$ cat src/hw/rtl/mlt_pkg.sv
package mlt_pkg;

  localparam int MAX_LINE_LENGTH  = 4096;
  localparam int LINE_COUNT_WIDTH = 24;
  localparam int COL_W            = 13;
  localparam int HASH_W           = 3;
  localparam int QUEUE_DEPTH      = 4;
  localparam int QPTR_W           = $clog2(QUEUE_DEPTH);
  localparam int QCNT_W           = $clog2(QUEUE_DEPTH + 1);
  localparam int OUT_DATA_W       = 72;

  localparam logic [7:0] CH_BSLASH = 8'h5C;
  localparam logic [7:0] CH_HASH   = 8'h23;
  localparam logic [7:0] CH_GT     = 8'h3E;
  localparam logic [7:0] CH_CR     = 8'h0D;
  localparam logic [7:0] CH_LF     = 8'h0A;
  localparam logic [7:0] CH_SPACE  = 8'h20;
  localparam logic [7:0] CH_TAB    = 8'h09;
  localparam logic [7:0] CH_VT     = 8'h0B;
  localparam logic [7:0] CH_FF     = 8'h0C;

  localparam logic [COL_W-1:0] MAX_COL = COL_W'(MAX_LINE_LENGTH);
  localparam logic [HASH_W-1:0] MAX_HASH = HASH_W'(6);

  typedef enum logic [2:0] {
    PC_START, PC_BSLASH, PC_ESCAPED, PC_GT, PC_QUOTE, PC_HASH, PC_TITLE, PC_TEXT
  } prefix_t;

  typedef enum logic [2:0] {
    LN_EMPTY, LN_ESCAPED, LN_QUOTE, LN_TITLE, LN_TEXT
  } line_kind_t;

  typedef enum logic [2:0] {
    TK_EMPTY   = 3'd0,
    TK_TEXT    = 3'd1,
    TK_QUOTE   = 3'd2,
    TK_SYMBOL  = 3'd3,
    TK_LITERAL = 3'd4
  } token_kind_t;

  // one closed line as handed from the front to the back
  typedef struct packed {
    line_kind_t                  kind;
    logic [LINE_COUNT_WIDTH-1:0] line;
    logic [COL_W-1:0]            last_col;
    logic [HASH_W-1:0]           hashes;
    logic [COL_W-1:0]            lit_col;
    logic                        too_long;
  } line_rec_t;

  typedef struct packed {
    logic             too_long;
    logic [COL_W-1:0] value_length;
    logic [COL_W-1:0] value_start;
    logic [COL_W-1:0] column;
    logic [23:0]      line_number;
    token_kind_t      kind;
  } token_t;

  function automatic logic is_blank(input logic [7:0] b);
    is_blank = (b == CH_SPACE) || (b == CH_TAB) || (b == CH_VT) || (b == CH_FF);
  endfunction

endpackage

$ cat src/hw/rtl/mlt_front.sv
module mlt_front (
  input  logic              clk,
  input  logic              rst,
  input  logic              in_valid,
  output logic              in_ready,
  input  logic [7:0]        in_byte,
  input  logic              in_eos,
  output logic              push,
  output mlt_pkg::line_rec_t push_rec,
  input  logic              queue_full
);
  import mlt_pkg::*;

  logic [LINE_COUNT_WIDTH-1:0] line_cnt, line_cnt_next;
  logic [COL_W-1:0]            col, col_next;
  prefix_t                     pc, pc_next;
  logic [HASH_W-1:0]           hashes, hashes_next;
  logic                        has_ns, has_ns_next;
  logic [COL_W-1:0]            last_col, last_col_next;
  logic [COL_W-1:0]            lit_col, lit_col_next;
  logic                        prev_empty, prev_empty_next;
  logic                        swallow, swallow_next;
  logic                        ovf, ovf_next;

  // line state after taking the current byte
  logic [COL_W-1:0]  a_col, a_last, a_lit;
  prefix_t           a_pc;
  logic [HASH_W-1:0] a_hash;
  logic              a_hn, a_ovf;
  // line state used to close the line
  logic [COL_W-1:0]  c_last, c_lit;
  prefix_t           c_pc;
  logic [HASH_W-1:0] c_hash;
  logic              c_hn, c_ovf;

  logic accept, is_term, do_close, use_added;

  assign in_ready = !queue_full;
  assign accept   = in_valid && in_ready;
  assign is_term  = (in_byte == CH_LF) || (in_byte == CH_CR);

  always_comb begin
    a_col  = col;
    a_last = last_col;
    a_lit  = lit_col;
    a_pc   = pc;
    a_hash = hashes;
    a_hn   = has_ns;
    a_ovf  = ovf;
    if (col >= MAX_COL) begin
      a_ovf = 1'b1;
    end else begin
      a_col = col + COL_W'(1);
      if (in_byte != CH_SPACE) a_hn = 1'b1;
      if (!is_blank(in_byte)) a_last = a_col;
      case (pc)
        PC_START: begin
          if (in_byte == CH_BSLASH) a_pc = PC_BSLASH;
          else if (in_byte == CH_GT) a_pc = PC_GT;
          else if (in_byte == CH_HASH) begin
            a_pc   = PC_HASH;
            a_hash = HASH_W'(1);
          end else a_pc = PC_TEXT;
        end
        PC_BSLASH: a_pc = (in_byte == CH_HASH || in_byte == CH_GT) ? PC_ESCAPED : PC_TEXT;
        PC_GT:     a_pc = (in_byte == CH_SPACE) ? PC_QUOTE : PC_TEXT;
        PC_HASH: begin
          if (in_byte == CH_HASH) begin
            if (hashes < MAX_HASH) a_hash = hashes + HASH_W'(1);
            else a_pc = PC_TEXT;
          end else if (in_byte == CH_SPACE) a_pc = PC_TITLE;
          else a_pc = PC_TEXT;
        end
        PC_TITLE: begin
          if (lit_col == '0 && !is_blank(in_byte)) a_lit = a_col;
        end
        default: ;
      endcase
    end
  end

  always_comb begin
    use_added = !is_term;
    c_last = use_added ? a_last : last_col;
    c_lit  = use_added ? a_lit  : lit_col;
    c_pc   = use_added ? a_pc   : pc;
    c_hash = use_added ? a_hash : hashes;
    c_hn   = use_added ? a_hn   : has_ns;
    c_ovf  = use_added ? a_ovf  : ovf;
  end

  always_comb begin
    line_cnt_next   = line_cnt;
    col_next        = col;
    pc_next         = pc;
    hashes_next     = hashes;
    has_ns_next     = has_ns;
    last_col_next   = last_col;
    lit_col_next    = lit_col;
    prev_empty_next = prev_empty;
    swallow_next    = swallow;
    ovf_next        = ovf;
    do_close        = 1'b0;
    push            = 1'b0;

    push_rec.line     = line_cnt;
    push_rec.last_col = c_last;
    push_rec.hashes   = c_hash;
    push_rec.lit_col  = c_lit;
    push_rec.too_long = c_ovf;
    case (c_pc)
      PC_ESCAPED: push_rec.kind = LN_ESCAPED;
      PC_QUOTE:   push_rec.kind = LN_QUOTE;
      PC_TITLE:   push_rec.kind = LN_TITLE;
      default:    push_rec.kind = LN_TEXT;
    endcase
    if (!c_hn) push_rec.kind = LN_EMPTY;

    if (accept) begin
      if (in_byte == CH_LF && swallow) begin
        swallow_next = 1'b0;
      end else if (is_term) begin
        do_close     = 1'b1;
        swallow_next = (in_byte == CH_CR);
        if (line_cnt != '1) line_cnt_next = line_cnt + LINE_COUNT_WIDTH'(1);
      end else begin
        swallow_next  = 1'b0;
        col_next      = a_col;
        pc_next       = a_pc;
        hashes_next   = a_hash;
        has_ns_next   = a_hn;
        last_col_next = a_last;
        lit_col_next  = a_lit;
        ovf_next      = a_ovf;
        do_close      = in_eos;
      end

      if (do_close) begin
        if (!c_hn) begin
          // collapse runs of empty lines into one token
          if (!prev_empty) push = 1'b1;
          prev_empty_next = 1'b1;
        end else begin
          push            = 1'b1;
          prev_empty_next = 1'b0;
        end
      end

      if (do_close || in_eos) begin
        col_next      = '0;
        pc_next       = PC_START;
        hashes_next   = '0;
        has_ns_next   = 1'b0;
        last_col_next = '0;
        lit_col_next  = '0;
        ovf_next      = 1'b0;
      end

      if (in_eos) begin
        line_cnt_next   = LINE_COUNT_WIDTH'(1);
        prev_empty_next = 1'b0;
        swallow_next    = 1'b0;
      end
    end
  end

  always_ff @(posedge clk) begin
    if (rst) begin
      line_cnt   <= LINE_COUNT_WIDTH'(1);
      col        <= '0;
      pc         <= PC_START;
      hashes     <= '0;
      has_ns     <= 1'b0;
      last_col   <= '0;
      lit_col    <= '0;
      prev_empty <= 1'b0;
      swallow    <= 1'b0;
      ovf        <= 1'b0;
    end else begin
      line_cnt   <= line_cnt_next;
      col        <= col_next;
      pc         <= pc_next;
      hashes     <= hashes_next;
      has_ns     <= has_ns_next;
      last_col   <= last_col_next;
      lit_col    <= lit_col_next;
      prev_empty <= prev_empty_next;
      swallow    <= swallow_next;
      ovf        <= ovf_next;
    end
  end

endmodule

$ cat src/hw/rtl/mlt_queue.sv
module mlt_queue (
  input  logic               clk,
  input  logic               rst,
  input  logic               push,
  input  mlt_pkg::line_rec_t push_rec,
  output logic               full,
  input  logic               pop,
  output logic               not_empty,
  output mlt_pkg::line_rec_t head
);
  import mlt_pkg::*;

  line_rec_t          mem [QUEUE_DEPTH];
  logic [QPTR_W-1:0]  wr_ptr, rd_ptr;
  logic [QCNT_W-1:0]  count;
  logic               do_push, do_pop;

  assign full      = (count == QCNT_W'(QUEUE_DEPTH));
  assign not_empty = (count != '0);
  assign head      = mem[rd_ptr];
  assign do_push   = push && !full;
  assign do_pop    = pop && not_empty;

  always_ff @(posedge clk) begin
    if (do_push) mem[wr_ptr] <= push_rec;
  end

  always_ff @(posedge clk) begin
    if (rst) begin
      wr_ptr <= '0;
      rd_ptr <= '0;
      count  <= '0;
    end else begin
      if (do_push) wr_ptr <= wr_ptr + QPTR_W'(1);
      if (do_pop)  rd_ptr <= rd_ptr + QPTR_W'(1);
      if (do_push && !do_pop) count <= count + QCNT_W'(1);
      else if (do_pop && !do_push) count <= count - QCNT_W'(1);
    end
  end

endmodule

$ cat src/hw/rtl/mlt_back.sv
module mlt_back (
  input  logic               clk,
  input  logic               rst,
  input  logic               rec_valid,
  input  mlt_pkg::line_rec_t rec,
  output logic               pop,
  output logic               out_valid,
  input  logic               out_ready,
  output mlt_pkg::token_t    out_tok,
  output logic               out_last
);
  import mlt_pkg::*;

  logic             second, second_next;
  logic             load;
  logic             last_tok;
  token_t           tok;
  logic [COL_W-1:0] lit_start;

  assign load      = rec_valid && (!out_valid || out_ready);
  assign lit_start = COL_W'(rec.hashes) + COL_W'(2);

  always_comb begin
    tok.too_long     = rec.too_long;
    tok.line_number  = 24'(rec.line);
    tok.kind         = TK_TEXT;
    tok.column       = COL_W'(1);
    tok.value_start  = COL_W'(1);
    tok.value_length = rec.last_col;
    last_tok         = 1'b1;
    case (rec.kind)
      LN_EMPTY: begin
        tok.kind         = TK_EMPTY;
        tok.value_length = '0;
      end
      LN_ESCAPED: begin
        tok.value_start  = COL_W'(2);
        tok.value_length = (rec.last_col >= COL_W'(2)) ? rec.last_col - COL_W'(1) : '0;
      end
      LN_QUOTE: begin
        tok.kind         = TK_QUOTE;
        tok.column       = COL_W'(3);
        tok.value_start  = COL_W'(3);
        tok.value_length = (rec.last_col >= COL_W'(3)) ? rec.last_col - COL_W'(2) : '0;
      end
      LN_TITLE: begin
        if (!second) begin
          tok.kind         = TK_SYMBOL;
          tok.value_length = COL_W'(rec.hashes);
          last_tok         = 1'b0;
        end else begin
          tok.kind   = TK_LITERAL;
          tok.column = lit_start;
          // blank literal points at its own column with no bytes
          if (rec.lit_col == '0 || rec.last_col < rec.lit_col) begin
            tok.value_start  = lit_start;
            tok.value_length = '0;
          end else begin
            tok.value_start  = rec.lit_col;
            tok.value_length = rec.last_col - rec.lit_col + COL_W'(1);
          end
        end
      end
      default: ;
    endcase
  end

  always_comb begin
    second_next = second;
    pop         = 1'b0;
    if (load) begin
      if (last_tok) begin
        pop         = 1'b1;
        second_next = 1'b0;
      end else begin
        second_next = 1'b1;
      end
    end
  end

  always_ff @(posedge clk) begin
    if (rst) begin
      second    <= 1'b0;
      out_valid <= 1'b0;
    end else begin
      second <= second_next;
      if (load) out_valid <= 1'b1;
      else if (out_ready) out_valid <= 1'b0;
    end
  end

  always_ff @(posedge clk) begin
    if (load) begin
      out_tok  <= tok;
      out_last <= last_tok;
    end
  end

endmodule

$ cat src/hw/rtl/markdown_line_tokenizer_core.sv
// Markdown line tokenizer: takes one source byte per cycle on the s_ side
// (tlast marks the final byte of a source) and emits token items on the m_
// side. The front classifies bytes as they arrive and, at each line end,
// pushes one line record into a four-entry queue (a run of empty lines gives
// one); the back turns each record into one token, or two for a title line,
// one per cycle through an output register while m_tready holds. A new byte
// is taken every cycle while the queue has room, so the sustained rate is one
// byte per cycle while the m_ side keeps up. A record is written to the queue
// at the edge that takes its closing byte, and its first token is registered
// once the output register is free. Title lines give two tokens, which the
// queue absorbs since a title line spans at least two bytes.
module markdown_line_tokenizer_core (
  input  logic                           clk,
  input  logic                           rst,
  input  logic                           s_tvalid,
  output logic                           s_tready,
  input  logic [7:0]                     s_tdata,  // data_byte
  input  logic                           s_tlast,  // end_of_source
  output logic                           m_tvalid,
  input  logic                           m_tready,
  // token_kind[2:0], line_number[26:3], column[39:27], value_start[52:40],
  // value_length[65:53], line_too_long[66], zero fill [71:67]
  output logic [mlt_pkg::OUT_DATA_W-1:0] m_tdata,
  output logic                           m_tlast   // last_of_run
);
  import mlt_pkg::*;

  logic      push, full, pop, not_empty;
  line_rec_t push_rec, head;
  token_t    tok;

  mlt_front u_front (
    .clk        (clk),
    .rst        (rst),
    .in_valid   (s_tvalid),
    .in_ready   (s_tready),
    .in_byte    (s_tdata),
    .in_eos     (s_tlast),
    .push       (push),
    .push_rec   (push_rec),
    .queue_full (full)
  );

  mlt_queue u_queue (
    .clk       (clk),
    .rst       (rst),
    .push      (push),
    .push_rec  (push_rec),
    .full      (full),
    .pop       (pop),
    .not_empty (not_empty),
    .head      (head)
  );

  mlt_back u_back (
    .clk       (clk),
    .rst       (rst),
    .rec_valid (not_empty),
    .rec       (head),
    .pop       (pop),
    .out_valid (m_tvalid),
    .out_ready (m_tready),
    .out_tok   (tok),
    .out_last  (m_tlast)
  );

  assign m_tdata = {5'b0, tok};

endmodule

$ cat config.mk
export PLATFORM = sky130hd
export DESIGN_NAME = markdown_line_tokenizer_core
export DESIGN_NICKNAME = d
export VERILOG_FILES = /design/src/hw/rtl/mlt_pkg.sv /design/src/hw/rtl/mlt_front.sv /design/src/hw/rtl/mlt_queue.sv /design/src/hw/rtl/mlt_back.sv /design/src/hw/rtl/markdown_line_tokenizer_core.sv
export SDC_FILE = /design/constraint.sdc
export NUM_CORES = 1
export LEC_CHECK = 0
export BUFFER_PORTS_ARGS = -buffer_cell sky130_fd_sc_hd__clkbuf_2
export CAP_MARGIN = 20
export CORE_UTILIZATION = 40
export DETAILED_ROUTE_END_ITERATION = 8
export PLACE_DENSITY = 0.55
export SLEW_MARGIN = 15
export SYNTH_ARGS = -nofsm -noshare
export SYNTH_HDL_FRONTEND = slang
export SYNTH_SLANG_ARGS = --single-unit
export TNS_END_PERCENT = 10
$ cat constraint.sdc
create_clock -name clk -period 12.47 [get_ports clk]
set_clock_uncertainty 0.2 [all_clocks]
set_input_delay 1.247 -clock clk [delete_from_list [all_inputs] [get_ports clk]]
set_output_delay 1.247 -clock clk [all_outputs]
set_load 0.02 [all_outputs]
---- Yosys cells after proc, flatten, opt, wreduce, memory -nomap -nowiden ----
Memory sizes are Yosys's and may differ from the RTL's. A register that Yosys moved wholly into a read port is not among the register bits.
Index checks and enable logic that the tools add are counted.
word-level totals
  bits in registers ....................... 150
  word-level logic and storage cells ...... 190
  memories ................................ 1
  output and inout port bits .............. 75
  RAM bits ................................ 228
operators by class
  add/sub/neg operators ................... 12
  multiplexer cells ....................... 89
  magnitude comparators ................... 5
  reductions and logical operators ........ 35
  equality and inequality tests ........... 26
memory list
  name         words  bits a word  rd ports  clocked after memory_dff  wr ports  RTL line         source
  u_queue.mem  4      57           1         1                         1         mlt_queue.sv:13  line_rec_t mem [QUEUE_DEPTH];
operators by type and width
  operator                                              number
  two-way mux 13 bit                                    18
  two-way mux 24 bit                                    4
  two-way mux 3 bit                                     22
  two-way mux 26 bit                                    2
  one-hot mux 13 bit (4 select lines)                   1
  equality test 8 x 4 -> 1 bit, second input constant   5
  one-hot mux 13 bit (3 select lines)                   1
  two-way mux 1 bit                                     32
  adder 13 x 1 -> 13 bit, second input constant         2
  >= comparator 13 x 2 -> 1 bit, second input constant  2
  zero test 13 bit                                      2
  one-hot mux 13 bit (2 select lines)                   1
  adder 24 x 1 -> 24 bit, second input constant         1
  equality test 8 x 6 -> 1 bit, second input constant   3
  != test 24 bit, second input constant                 1
  one-hot mux 3 bit (3 select lines)                    2
  equality test 3 bit, second input constant            5
  >= comparator 13 bit, second input constant           1
  < comparator 13 bit                                   1
  subtractor 13 x 1 -> 13 bit, second input constant    1
  subtractor 13 bit                                     1
  subtractor 13 x 2 -> 13 bit, second input constant    1
  equality test 3 x 2 -> 1 bit, second input constant   4
  one-hot mux 3 bit (4 select lines)                    1
  other kinds (19)                                      53

---- Longest topological paths before layout ----
  depth in word-level cells ............... 12
  gate-level depth with buffers ........... 16

---- By module ----
A second synthesis with hierarchy kept.
second synthesis, totals
  cells, all modules ...................... 1202
  area, all modules ....................... 16833.6 um2
modules (own cells, without submodules)
  module                        area each (um2)  cells an instance  instances  seq. area each (um2)
  mlt_queue                     8682.1           345                1          7026.7
  mlt_front                     4260.3           492                1          1461.4
  mlt_back                      3849.9           359                1          1811.7
  markdown_line_tokenizer_core  41.3             6                  1          0.0

---- Least setup slack after synthesis ----
Ideal clock, no wire load.
  path kind ............................... input -> register
  from .................................... input m_tready
  to ...................................... register u_queue.count[2]
  slack ................................... 6.398 ns
  arrival ................................. 5.802 ns
  path buffers ............................ 0
  stages .................................. 9
  cell sequence ........................... inv_1 a21oi_1 nand2_1 ha_1 inv_1 fa_1 xor2_1 or3_1 a21oi_1
on the way
  longest elaborated chain between the ends .. 7
  elaborated cells on any way between the ends .. 9
  those cells by class .................... mux: 2; reduce/logical: 7
RTL lines
  what                                                     RTL line                            source
  start, declared                                          markdown_line_tokenizer_core.sv:20  input logic m_tready,
  logical OR 1 bit *                                       mlt_back.sv:20                      assign load = rec_valid && (!out_valid || out_ready);
  logical AND 1 bit *                                      mlt_back.sv:20
  via u_back.load                                          mlt_back.sv:15                      logic load;
  two-way mux 1 bit *                                      mlt_back.sv:71                      if (load) begin
  logical AND 1 bit *                                      mlt_queue.sv:22                     assign do_pop = pop && not_empty;
  zero test 1 bit                                          mlt_queue.sv:36                     if (do_push && !do_pop) count <= count + QCNT_W'(1);
  logical AND 1 bit                                        mlt_queue.sv:36
  two-way mux 3 bit or nonzero test 2 bit (tied branches)  -
  end signal, assigned                                     mlt_queue.sv:36
  end signal, assigned                                     mlt_queue.sv:37                     else if (do_pop && !do_push) count <= count - QCNT_W'(1);
  end, declared                                            mlt_queue.sv:15                     logic [QCNT_W-1:0] count;
The timed path passes the listed nets; every way through them passes the cells marked *.
A chain may end at the register's enable or synchronous reset.

==> reports/qor.txt <==
Status - complete, no violations
Initial core utilization - 40.8%
Top-count cell post-synth - edfxtp_1
Yosys top cell by area - edfxtp_1
Fmax - 193 MHz
Setup TNS - 0 ns
Clock root buffer - clkbuf_16
Fin nets - 1339
RSZ-0062 raised after global routing - no
H-tree levels - 2
Antenna viol nets, final - 0
Area Growth Syn to Fin - 13.5%
Syn avg cell area - 13.6 um^2
CTS sink count - 371
Max Buffers Root-to-Sink - 3
Pre-Repair DR Iteration Count - 6
WL/cell - 19.1 um
CP Class - reg -> reg
Mapped Cells - 1202
DIE WIDTH - 204 um
Leak - 6.52 nW
Worst-path maximum fanout - 41
Crit end category - flip-flop
Sequential-to-total area share from yosys stat - 63.1%
Synth cell count leaders - 287 x edfxtp_1, 128 x nor2_1, 84 x dfxtp_1, 63 x nand2_1, 56 x mux4_2
Number of global-route vias before repair - 9854
Met2 WL - 15800 um
Top routing layer used - met4
Initial antenna violation count - 1
Input/output buffers - 73
FILL cells - 3555
Count of pins over their slew limit - 0
Chip height - 204 um
Largest net degree at the start of global routing - 63
Tcrit/Tclk final - 41.5%
Total gr overflow - 0
CTS resizes - 0
Finished Cell Area - 18500 um^2
Yosys reg bits - 371
Die ar. - 41600 um^2
Met3 wire len - 1580 um
Max Cap Violations - 0
Min Tclk post-route - 5.18 ns
Ports - 88
Post-Syn Area - 16300 um^2
Final count of hold timing violations - 0
Post-synth top area share - 52.8%
Post-synth EDFFs - 287
Reg clk slew, reported paths - 0.06 ns
Slew @ Worst Pin - 1.06 ns
Pwr dens - 217 nW/um^2
Fin util - 46.3%
Library cells used by synthesis - 77
CTS Hold Bufs - 0
CTS tree - yes
Post-DP Area - 17100 um^2
Ys flop type - edfxtp_1
Global router's overall resource usage - 17.1%
Hold Crit Class - reg -> reg
Req. time, crit path - 12.63 ns
Routability cong. - 0.917
Core ar. - 40000 um^2
First-pass GRT wire length - 55200 um
Vias - 9805
CP Launch Type - flip-flop
# rows - 73
M1 WL - 16700 um
Synth warn - 0
DRC - 0
Peak VDD IR - 0.168 mV
Num CTS Buffers - 40
Slew Limit Headroom - 29.5%
Worst-Skew Late Latency - 0.54 ns
Routed WL - 34900 um
Share of cells above drive strength 1 - 17.5%
Async S/R FF share, synth - 0%
ANT cells - 0
Vias per cell - 5.35
DR iter-0 viols - 805
Top cells by area, synth - edfxtp_1 53%, dfxtp_1 10%, mux4_2 7.7%
Dpl hpwl - 23000 um
Final total power - 0.00402 W
Post-CTS Setup Repair Bufs - 0
Worst endpoint data arrival time - 5.33 ns
# setup viols final - 0
## sequential cells by signal, summed over array words and instances (netlist names), 2 cells and up, named ones only
signal            count
u_front.last_col     13
u_queue.rd_ptr        2
u_front.lit_col      13
u_queue.mem         228
u_back.out_tok       58
u_front.col          13
u_front.hashes        3
u_front.line_cnt     24
u_front.pc            3
u_queue.count         3
u_queue.wr_ptr        2
## metrics by stage
step	hold slack, ns	setup slack, ns	instances
6_report	0.282	7.29	1831
5_1_grt	0.307	6.87	1831
4_1_cts	0.282	7.15	1831
3_5_place_dp	0.276	7.18	1761
3_3_place_gp	0.258	7.24	1761
2_1_floorplan	0.242	6.40	1215
## power by group
group / total, W / leakage (nW) / switching (W) / internal, W
clock network: 0.00121 / 0.665 / 0.000472 / 0.000743
registers: 0.00160 / 3.39 / 0.0000784 / 0.00152
logic: 0.00121 / 2.46 / 0.000757 / 0.000450
total: 0.00402 / 6.52 / 0.00131 / 0.00272
## worst max-delay path: stages (launching register included)
cell and delay, ns:
dfxtp_4 0.61, buf_4 0.71, mux4_2 0.61, inv_1 0.11, ha_1 0.17, inv_1 0.05
fa_1 0.36, o211a_1 0.25, a221oi_2 0.60, and2_0 0.58, inv_1 0.37, o211ai_1 0.31
## kinds of logic after synthesis
group                    Yosys count  share of synthesized area [%]
buffers and inverters            119                           3.41
other                              1                         0.0230
flip-flops                       371                           63.1
adder cells (fa/ha/maj)           48                           3.96
XOR/XNOR                          49                           2.63
AND/OR/NAND/NOR                  355                           10.6
multiplexers                      67                           8.43
AO/OA/AOI/OAI                    192                           7.81
## routing by layer
| layer | track usage (%) | up-vias |
|---|---|---|
| li1 | - | 4626 |
| met1 | 24.5 | 4874 |
| met2 | 26.7 | 253 |
| met3 | 2.77 | 52 |
| met4 | 5.09 | 0 |
| met5 | 0 | - |
## layout by cell type, fill, tap and decap left out, drive strengths merged, types with 32 or more instances in the layout
master and n:
nand3 32, edfxtp 287, o21ai 45, a21oi 46, nand2 64, dfxtp 84, mux4 56, inv 58
nor2 129, a22oi 32, clkbuf 121, ha 42
## path summary, 6_finish.rpt
path,endpoint,from,slack (ns),depth (start not counted)
max reg2reg,u_back.out_tok[59]$_DFFE_PP_,flip-flop,7.29,11
min,u_front.lit_col[4]$_SDFFE_PP0P_,u_front.lit_col[4]$_SDFFE_PP0P_,0.28,2
min reg2reg,u_front.lit_col[4]$_SDFFE_PP0P_,u_front.lit_col[4]$_SDFFE_PP0P_,0.28,2
max,u_back.out_tok[59]$_DFFE_PP_,flip-flop,7.29,11
## area by class of cell
type	count	area (um^2)	area share, %
sequential	371	10300	55.7
multi-input combinational	725	5530	29.9
clock buffer	48	1080	5.84
tap	525	657	3.55
timing repair buffer	84	448	2.42
clock inverter	22	282	1.52
inverter	56	210	1.14
(Power assumes the default switching activity.)
